$ cat config.mk
export PLATFORM = sky130hd
export DESIGN_NAME = sorted_unique_set_with_drain_unit
export DESIGN_NICKNAME = d
export VERILOG_FILES = /design/src/hw/rtl/sus_pkg.sv /design/src/hw/rtl/sus_ctrl.sv /design/src/hw/rtl/sus_dp.sv /design/src/hw/rtl/sorted_unique_set_with_drain_unit.sv
export SDC_FILE = /design/constraint.sdc
export NUM_CORES = 2
export LEC_CHECK = 0
export BUFFER_PORTS_ARGS = -buffer_cell sky130_fd_sc_hd__buf_2
export CAP_MARGIN = 20
export CORE_ASPECT_RATIO = 1.25
export CORE_MARGIN = 4
export CORE_UTILIZATION = 25
export CTS_CLUSTER_DIAMETER = 80
export DETAILED_ROUTE_END_ITERATION = 10
export RECOVER_POWER = 25
export SKIP_CTS_REPAIR_TIMING = 1
export SLEW_MARGIN = 25
export SYNTH_ARGS = -nofsm -noshare
export SYNTH_HDL_FRONTEND = slang
export SYNTH_SLANG_ARGS = --single-unit
export TNS_END_PERCENT = 50
$ cat constraint.sdc
create_clock -name clk -period 16.55 [get_ports clk]
set_input_delay 0.8275 -clock clk [delete_from_list [all_inputs] [get_ports clk]]
set_output_delay 0.8275 -clock clk [all_outputs]
set_load 0.01 [all_outputs]
$ cat src/hw/rtl/sus_pkg.sv
// shared types and constants for the sorted unique set with drain
package sus_pkg;

    localparam int CAPACITY = 16;
    localparam int CNT_W    = $clog2(CAPACITY + 1);
    localparam int VAL_W    = 32;

    typedef enum logic [2:0] {
        ST_INSERTED = 3'd0,
        ST_DUP      = 3'd1,
        ST_ZERO     = 3'd2,
        ST_FULL     = 3'd3,
        ST_DRAINED  = 3'd4,
        ST_EMPTY    = 3'd5
    } status_t;

    typedef enum logic [0:0] {
        OP_INSERT = 1'b0,
        OP_DRAIN  = 1'b1
    } op_t;

    typedef enum logic [0:0] {
        S_IDLE  = 1'b0,
        S_DRAIN = 1'b1
    } state_t;

    typedef struct packed {
        logic load_insert;
        logic load_empty;
        logic drain_step;
    } sus_cmd_t;

    typedef struct packed {
        logic empty;
        logic one_left;
    } sus_stat_t;

endpackage

$ cat src/hw/rtl/sus_ctrl.sv
// controller state machine for request acceptance and drain sequencing
module sus_ctrl
    import sus_pkg::*;
(
    input  logic      clk,
    input  logic      rst_n,
    input  logic      in_valid,
    output logic      in_stall,
    input  logic      op,
    output logic      out_valid,
    input  logic      out_stall,
    input  sus_stat_t stat,
    output sus_cmd_t  cmd
);

    state_t state_reg, state_next;
    logic   out_valid_reg, out_valid_next;
    logic   can_load;

    assign can_load  = !out_valid_reg || !out_stall;
    assign out_valid = out_valid_reg;

    always_ff @(posedge clk or negedge rst_n)
    begin
        if (!rst_n)
        begin
            state_reg     <= S_IDLE;
            out_valid_reg <= 1'b0;
        end
        else
        begin
            state_reg     <= state_next;
            out_valid_reg <= out_valid_next;
        end
    end

    always_comb
    begin
        state_next     = state_reg;
        cmd            = '0;
        in_stall       = 1'b1;
        out_valid_next = out_valid_reg && out_stall;
        unique case (state_reg)
            S_IDLE:
            begin
                in_stall = !can_load;
                if (in_valid && can_load)
                begin
                    out_valid_next = 1'b1;
                    if (op == OP_INSERT)
                    begin
                        cmd.load_insert = 1'b1;
                    end
                    else if (stat.empty)
                    begin
                        cmd.load_empty = 1'b1;
                    end
                    else
                    begin
                        cmd.drain_step = 1'b1;
                        if (!stat.one_left)
                        begin
                            state_next = S_DRAIN;
                        end
                    end
                end
            end
            S_DRAIN:
            begin
                if (can_load)
                begin
                    out_valid_next = 1'b1;
                    cmd.drain_step = 1'b1;
                    if (stat.one_left)
                    begin
                        state_next = S_IDLE;
                    end
                end
            end
            default:
            begin
                state_next = S_IDLE;
            end
        endcase
    end

    // drain state never sees an empty store
    assert property (@(posedge clk) disable iff (!rst_n)
        state_reg == S_DRAIN |-> !stat.empty)
        else $error("drain state with empty store");

    // a held result is not overwritten by a new command
    assert property (@(posedge clk) disable iff (!rst_n)
        (out_valid_reg && out_stall) |-> (cmd == '0))
        else $error("result overwritten while stalled");

    // final drain step returns to idle
    assert property (@(posedge clk) disable iff (!rst_n)
        (cmd.drain_step && stat.one_left) |=> state_reg == S_IDLE)
        else $error("drain did not finish");

endmodule

$ cat src/hw/rtl/sus_dp.sv
// datapath: sorted entry cells, compare logic and result register
module sus_dp
    import sus_pkg::*;
(
    input  logic                    clk,
    input  logic                    rst_n,
    input  logic signed [VAL_W-1:0] value,
    input  sus_cmd_t                cmd,
    output sus_stat_t               stat,
    output logic [2:0]              status,
    output logic signed [VAL_W-1:0] out_value,
    output logic                    last
);

    logic signed [VAL_W-1:0] entry_reg [CAPACITY];
    logic signed [VAL_W-1:0] entry_ins [CAPACITY];
    logic [CNT_W-1:0]        count_reg, count_next;
    logic [CAPACITY-1:0]     valid, keep, match;
    status_t                 ins_status;
    status_t                 status_reg;
    logic signed [VAL_W-1:0] out_value_reg;
    logic                    last_reg;

    // per-cell compare against the incoming value
    always_comb
    begin
        for (int i = 0; i < CAPACITY; i++)
        begin
            valid[i] = CNT_W'(i) < count_reg;
            keep[i]  = valid[i] && (entry_reg[i] < value);
            match[i] = valid[i] && (entry_reg[i] == value);
        end
        if (keep[0])
        begin
            entry_ins[0] = entry_reg[0];
        end
        else
        begin
            entry_ins[0] = value;
        end
        for (int i = 1; i < CAPACITY; i++)
        begin
            if (keep[i])
            begin
                entry_ins[i] = entry_reg[i];
            end
            else if (keep[i-1])
            begin
                entry_ins[i] = value;
            end
            else
            begin
                entry_ins[i] = entry_reg[i-1];
            end
        end
    end

    always_comb
    begin
        if (value == '0)
        begin
            ins_status = ST_ZERO;
        end
        else if (|match)
        begin
            ins_status = ST_DUP;
        end
        else if (count_reg == CNT_W'(CAPACITY))
        begin
            ins_status = ST_FULL;
        end
        else
        begin
            ins_status = ST_INSERTED;
        end
    end

    always_comb
    begin
        count_next = count_reg;
        if (cmd.load_insert && ins_status == ST_INSERTED)
        begin
            count_next = count_reg + CNT_W'(1);
        end
        else if (cmd.drain_step)
        begin
            count_next = count_reg - CNT_W'(1);
        end
    end

    always_ff @(posedge clk or negedge rst_n)
    begin
        if (!rst_n)
        begin
            count_reg <= '0;
        end
        else
        begin
            count_reg <= count_next;
        end
    end

    always_ff @(posedge clk)
    begin
        if (cmd.load_insert && ins_status == ST_INSERTED)
        begin
            for (int i = 0; i < CAPACITY; i++)
            begin
                entry_reg[i] <= entry_ins[i];
            end
        end
        else if (cmd.drain_step)
        begin
            for (int i = 0; i < CAPACITY - 1; i++)
            begin
                entry_reg[i] <= entry_reg[i+1];
            end
        end
    end

    always_ff @(posedge clk)
    begin
        if (cmd.load_insert)
        begin
            status_reg    <= ins_status;
            out_value_reg <= '0;
            last_reg      <= 1'b1;
        end
        else if (cmd.load_empty)
        begin
            status_reg    <= ST_EMPTY;
            out_value_reg <= '0;
            last_reg      <= 1'b1;
        end
        else if (cmd.drain_step)
        begin
            status_reg    <= ST_DRAINED;
            out_value_reg <= entry_reg[0];
            last_reg      <= stat.one_left;
        end
    end

    assign stat.empty    = count_reg == '0;
    assign stat.one_left = count_reg == CNT_W'(1);
    assign status        = status_reg;
    assign out_value     = out_value_reg;
    assign last          = last_reg;

    // fill count stays within capacity
    assert property (@(posedge clk) disable iff (!rst_n)
        count_reg <= CNT_W'(CAPACITY))
        else $error("entry count above capacity");

    // accepted insert grows the store by one
    assert property (@(posedge clk) disable iff (!rst_n)
        (cmd.load_insert && ins_status == ST_INSERTED) |=>
        count_reg == $past(count_reg) + CNT_W'(1))
        else $error("insert did not grow store");

    // no insert lands when the store is full
    assert property (@(posedge clk) disable iff (!rst_n)
        (cmd.load_insert && count_reg == CNT_W'(CAPACITY)) |=> $stable(count_reg))
        else $error("insert into full store");

endmodule

$ cat src/hw/rtl/sorted_unique_set_with_drain_unit.sv
// insert: one request per cycle if not stalled; result registered, valid next cycle
// drain of n stored values: n results, one per unstalled cycle, request taken in the first
// drain holds off new requests until its last value is loaded into the result register
// throughput is set by the single result register and the shifting entry cells
// reset clears the entry count, controller state and result valid; entry cells are not reset
module sorted_unique_set_with_drain_unit
    import sus_pkg::*;
(
    input  logic                    clk,
    input  logic                    rst_n,
    input  logic                    in_valid,
    output logic                    in_stall,
    input  logic                    op,
    input  logic signed [VAL_W-1:0] value,
    output logic                    out_valid,
    input  logic                    out_stall,
    output logic [2:0]              status,
    output logic signed [VAL_W-1:0] out_value,
    output logic                    last
);

    sus_cmd_t  cmd;
    sus_stat_t stat;

    sus_ctrl u_ctrl (
        .clk       (clk),
        .rst_n     (rst_n),
        .in_valid  (in_valid),
        .in_stall  (in_stall),
        .op        (op),
        .out_valid (out_valid),
        .out_stall (out_stall),
        .stat      (stat),
        .cmd       (cmd)
    );

    sus_dp u_dp (
        .clk       (clk),
        .rst_n     (rst_n),
        .value     (value),
        .cmd       (cmd),
        .stat      (stat),
        .status    (status),
        .out_value (out_value),
        .last      (last)
    );

endmodule

* Word-level counts from Yosys, hierarchy flattened
Memory sizes are Yosys's and may differ from the RTL's.
Cells that the tools add are included.
** Cells by class
- $add $sub $neg :: 2
- $lt $le $gt $ge :: 32
- Eq/ne operators :: 18
- Mux-type cells :: 77
- Bitwise gates (word level) :: 16
- Reduce and logical (&&, ||, !) cells :: 46
** Operator list (count)
- $mux W32 :: 46
- $eq A32 B32 Y1 :: 16
- $lt A32 B32 Y1 :: 16
- $lt A4 B5 Y1 const A :: 8
- $logic_and A1 B1 Y1 :: 35
- $logic_not A32 Y1 :: 1
- $lt A3 B5 Y1 const A :: 4
- $mux W3 :: 6
- $mux W1 :: 17
- $reduce_or A16 Y1 :: 1
- $or A1 B1 Y1 :: 15
- $lt A1 B5 Y1 const A :: 2
- $lt A2 B5 Y1 const A :: 2
- $mux W5 :: 2
- $mux W2 :: 3
- $pmux W1 S2 :: 3
- $add A5 B1 Y5 const B :: 1
- $eq A5 B1 Y1 const B :: 1
- $eq A5 B5 Y1 const B :: 1
- $logic_not A5 Y1 :: 1
- $sub A5 B1 Y5 const B :: 1
- $logic_not A1 Y1 :: 3
- $logic_not A3 Y1 :: 1
- $reduce_bool A3 Y1 :: 1
- 4 further kinds :: 4
** Storage, ports and cells
- Register bits after elaboration :: 43
- RAM bits :: 512
- Bits of input ports :: 37
- Output and inout bits :: 38
- Word-level logic and storage cells :: 198
- Memories kept :: 1
** Memories
- u_dp.entry_reg :: words 16, width 32, rd ports 16, clocked after memory_dff 0, write ports 16, line sus_dp.sv:15 : logic signed [VAL_W-1:0] entry_reg [CAPACITY];

* Logic depth before layout (Yosys ltp)
An unclocked memory read counts as a cell.
- Word-level depth :: 11
- Gate-level depth with buffers :: 16

* By module
From an unflattened synthesis, not the netlist that was laid out.
** Second synthesis, totals
- Cell total of the unflattened synthesis :: 3867
- Area, all modules :: 39545.4 µm²
** Modules (own cells, without submodules)
- sus_dp :: instances 1, cells each 3854, area an instance 39417.8 µm²
- sus_ctrl :: instances 1, cells each 13, area an instance 127.6 µm²

* Worst setup path after synthesis
Ideal clock, no wire load.
- Kind :: in2reg
- Start :: input value[27]
- End :: memory u_dp.entry_reg[12][0], in the netlist u_dp.entry_reg[1][128], enable pin
- Setup time :: 466 ps
- Arrival time :: 6077 ps
- Setup slack :: 10007 ps
- Stages on the path :: 12
- Path buffers :: 3
- Path through :: clkbuf_1 > inv_1 > ha_1 > nand3_1 > or4_1 > or4_1 > a2bb2oi_1 > nor4_1 > or2_2 > clkbuf_1 > clkbuf_1 > o21ai_0
** RTL lines
- from (decl) :: line sorted_unique_set_with_drain_unit.sv:14 : input logic signed [VAL_W-1:0] value,
- to (decl) :: line sus_dp.sv:15

==> flow_metrics.env <==
export IMPL_run_status="finished with violations"
export IMPL_violations="capacitance limit, slew limit"
export IMPL_synth_cells_most_frequent="sky130_fd_sc_hd__nand2_1 (564), sky130_fd_sc_hd__ha_1 (516), sky130_fd_sc_hd__edfxtp_1 (515)"
export IMPL_grt_setup_unrepaired="false"
export IMPL_ys_async_sr_fraction_pct=1.26
export IMPL_p_clk_share_pct=19.6
export IMPL_yosys_most_used_dff="sky130_fd_sc_hd__edfxtp_1"
export IMPL_fin_crit_sh_pct=48.6
export IMPL_hpwlAfterDp_um=96700
export IMPL_critical_path_n_buffers_inverters=1
export IMPL_finalPower_w=0.00740
export IMPL_maxSlewHeadroom_pct=-130
export IMPL_total_leakage_power_nw=17.2
export IMPL_synth_avg_cell_area_sq_um=9.84
export IMPL_hold_viol_final=0
export IMPL_start_util_pct=25.2
export IMPL_rows=160
export IMPL_final_layout_size_suffix_gt1_share_pct=6.29
export IMPL_largest_register_ff_count=512
export IMPL_worstSetupEndpointType="flip-flop"
export IMPL_tritoncts_num_buffers=60
export IMPL_first_global_vias=31200
export IMPL_worst_slew_pin_transition_ns=3.45
export IMPL_routed_wirelength_um=133000
export IMPL_drt_pre_antenna_iters=5
export IMPL_via_per_inst=5.37
export IMPL_internal_power_w=0.00431
export IMPL_crit_path_start_kind="flip-flop"
export IMPL_drt_first_iter_violations=3204
export IMPL_finish_net_count=4413
export IMPL_synth_largest_area_cell="sky130_fd_sc_hd__edfxtp_1"
export IMPL_fmax_achieved_mhz=124
export IMPL_grt_use_total_pct=15.9
export IMPL_cts_root_to_sink_buffers=3
export IMPL_tritoncts_num_sinks=555
export IMPL_final_core_utilization_pct=28.3
export IMPL_final_design_area_no_fill_sq_mm=0.0431
export IMPL_wl_per_cell_um=22.4
export IMPL_htreeDepth=2
export IMPL_p_sw_share_pct=41.8
export IMPL_comb_power_share_pct=43.2
export IMPL_critical_path_cell_chain="nor3_1 > nand2_1 > and3_1 > o21ai_0 > clkbuf_1 > nand2_1 > o211ai_1"
export IMPL_most_used_cell_cp="sky130_fd_sc_hd__nand2_1"
export IMPL_seqPwrFrac_pct=37.2
export IMPL_clk_pin_slew_ns=0.07
export IMPL_gp_congestion=0.938
export IMPL_cp_arrival_ns=8.53
export IMPL_hold_removal_path_class="input port to async pin"
export IMPL_globalRouteOverflowTotal=0
export IMPL_highest_fanout_seen_on_the_critical_path=75
export IMPL_tritoncts="built"
export IMPL_grt_pass1_wl_um=199000
export IMPL_synthMostInstantiatedCell="sky130_fd_sc_hd__nand2_1"
export IMPL_die_y_um=447
export IMPL_io_pin_count=75
export IMPL_die_width_um=359
export IMPL_synth_top_cells_by_area="sky130_fd_sc_hd__edfxtp_1 (40%), sky130_fd_sc_hd__ha_1 (17%), sky130_fd_sc_hd__mux2i_1 (6.8%), sky130_fd_sc_hd__a21oi_1 (5.5%), sky130_fd_sc_hd__nand2_1 (5.5%)"
export IMPL_power_density_mw_per_mm2=172
export IMPL_ctsRootBufferMaster="sky130_fd_sc_hd__clkbuf_16"
export IMPL_net_switching_power_w=0.00309
export IMPL_worst_skew_pair_late_latency_ns=0.66
export IMPL_setup_tns_ns=0
export IMPL_final_cell_count_no_fill=5939
export IMPL_critPathRequiredTime_ns=17.04
export IMPL_worst_path_dominant_cell_family="simple AND/OR/NAND/NOR gates"
export IMPL_synth_edf_count=515
export IMPL_synth_lib_cells_used_distinct=68
export IMPL_dpl_instance_area_sq_mm=0.0412
export IMPL_mappedNetlistNets=4467
export IMPL_io_buffers=74
export IMPL_number_of_antenna_violations_at_the_first_check_in_global_routing=13
export IMPL_max_vdd_ir_drop_mv=0.117
export IMPL_number_of_warnings_printed_during_yosys_synthesis=0
export IMPL_timing_final_setup_violations=0
export IMPL_synthesis_instances=3914
export IMPL_criticalPathCategory="flip-flop to flip-flop"
export IMPL_timing_max_cap_violations=7
export IMPL_yosysSeqAreaShare_pct=42.3
export IMPL_postRouteAntennaNets=0
export IMPL_synth_area_sq_mm=0.0385
export IMPL_vias=31900
export IMPL_fin_crit_ns=8.04
export IMPL_report_final_slew_viol_count=322
export IMPL_dp_cells=5823
export IMPL_coreArea_sq_mm=0.153
export IMPL_worst_clock_skew_ns=0.0279
export IMPL_drc=0
export IMPL_die_area_sq_mm=0.160
export IMPL_grt_max_degree=215
export IMPL_worst_path_max_delay_cell="sky130_fd_sc_hd__clkbuf_1"
export IMPL_area_delta_synth_final_pct=11.9
export IMPL_critical_path_max_stage_delay_ns=2.38
export IMPL_synth_seq_cells=555
export IMPL_synth_top_area_share_pct=40.2
[layout by cell type, fill, tap and decap left out, drive strengths merged, types with 7 or more instances in the layout]
master and instances:
edfxtp 515, nor3 26, clkbuf 112, nand3 180, a221oi 11, clkinv 28, o211ai 147, dfxtp 33
nand4 123, a21boi 8, ha 516, mux2 36, inv 66, a31oi 41, mux2i 263, bufinv 11
dfrtp 7, a21oi 428, nor2b 22, and4 10, nor4 25, o21ai 260, nand2 564, a211oi 20
buf 78, a21o 52, nand2b 10, or2 7, nor2 221
[layout make-up]
class                           instances  area [sq um]
Antenna cell                            5          12.5
Clock buffer                           68          1550
Clock inverter                         43           488
Fill cell                           16100        109000
Inverter                               64           240
Multi-Input combinational cell       3057         21300
Sequential cell                       555         16300
Tap cell                             2025          2530
Timing Repair Buffer                  122           714
[final timing paths]
| check | startpoint | endpoint | slack (ns) | cells after the start |
|---|---|---|---|---|
| max reg2reg | u_dp.count_reg[4] | u_dp.entry_reg[0][109] | 8.51 | 7 |
| max | u_dp.count_reg[4] | u_dp.entry_reg[0][109] | 8.51 | 7 |
| min | rst_n | u_dp.count_reg[1] | 0.18 | 1 |
| min in group clk | in_valid | u_ctrl.out_valid | 0.41 | 2 |
| max in group asynchronous | rst_n | u_dp.count_reg[3] | 15.93 | 1 |
| min reg2reg | u_dp.out_value[0] | u_dp.out_value[0] | 0.46 | 2 |
[cells by family (layout without fill, tap and decap cells)]
kind of cell | Yosys count | in the layout | synth area share (%)
simple gates | 1214 | 1214 | 14.1
compound gates | 1025 | 1025 | 15.6
flops | 555 | 555 | 42.3
fa+ha+maj | 516 | 516 | 16.8
buf+inv | 302 | 297 | 3.18
mux | 299 | 299 | 7.89
xor+xnor | 3 | 3 | 0.0682
other cells | 0 | 5 | 0
[metal layers]
layer  part of all wire, %  vias up  GRT usage (%)
met4                   5.4        6           7.73
met2                    48     1295           27.4
li1                      -    14800              -
met1                    40    15500           19.5
met3                   6.3      294           2.39
met5                 0.029        -              0
[stage by stage]
step,setup slack (ns),hold WS (ns)
after floorplan,10.01,0.481
after CTS,10.79,0.00624
after detailed placement,10.10,0.448
final,8.51,0.183
after global placement,10.14,0.442
after global routing,7.83,0.195
[power by group through the flow]
stage	Combinational (W)	Clock (W)	Sequential, W
finish	0.00320	0.00145	0.00276
global route	0.00353	0.00152	0.00280
CTS	0.00317	0.00147	0.00273
detailed placement	0.00316	0	0.00276
global placement	0.00307	0	0.00276
floorplan	0.00228	0	0.00253
(Power assumes the default switching activity.)
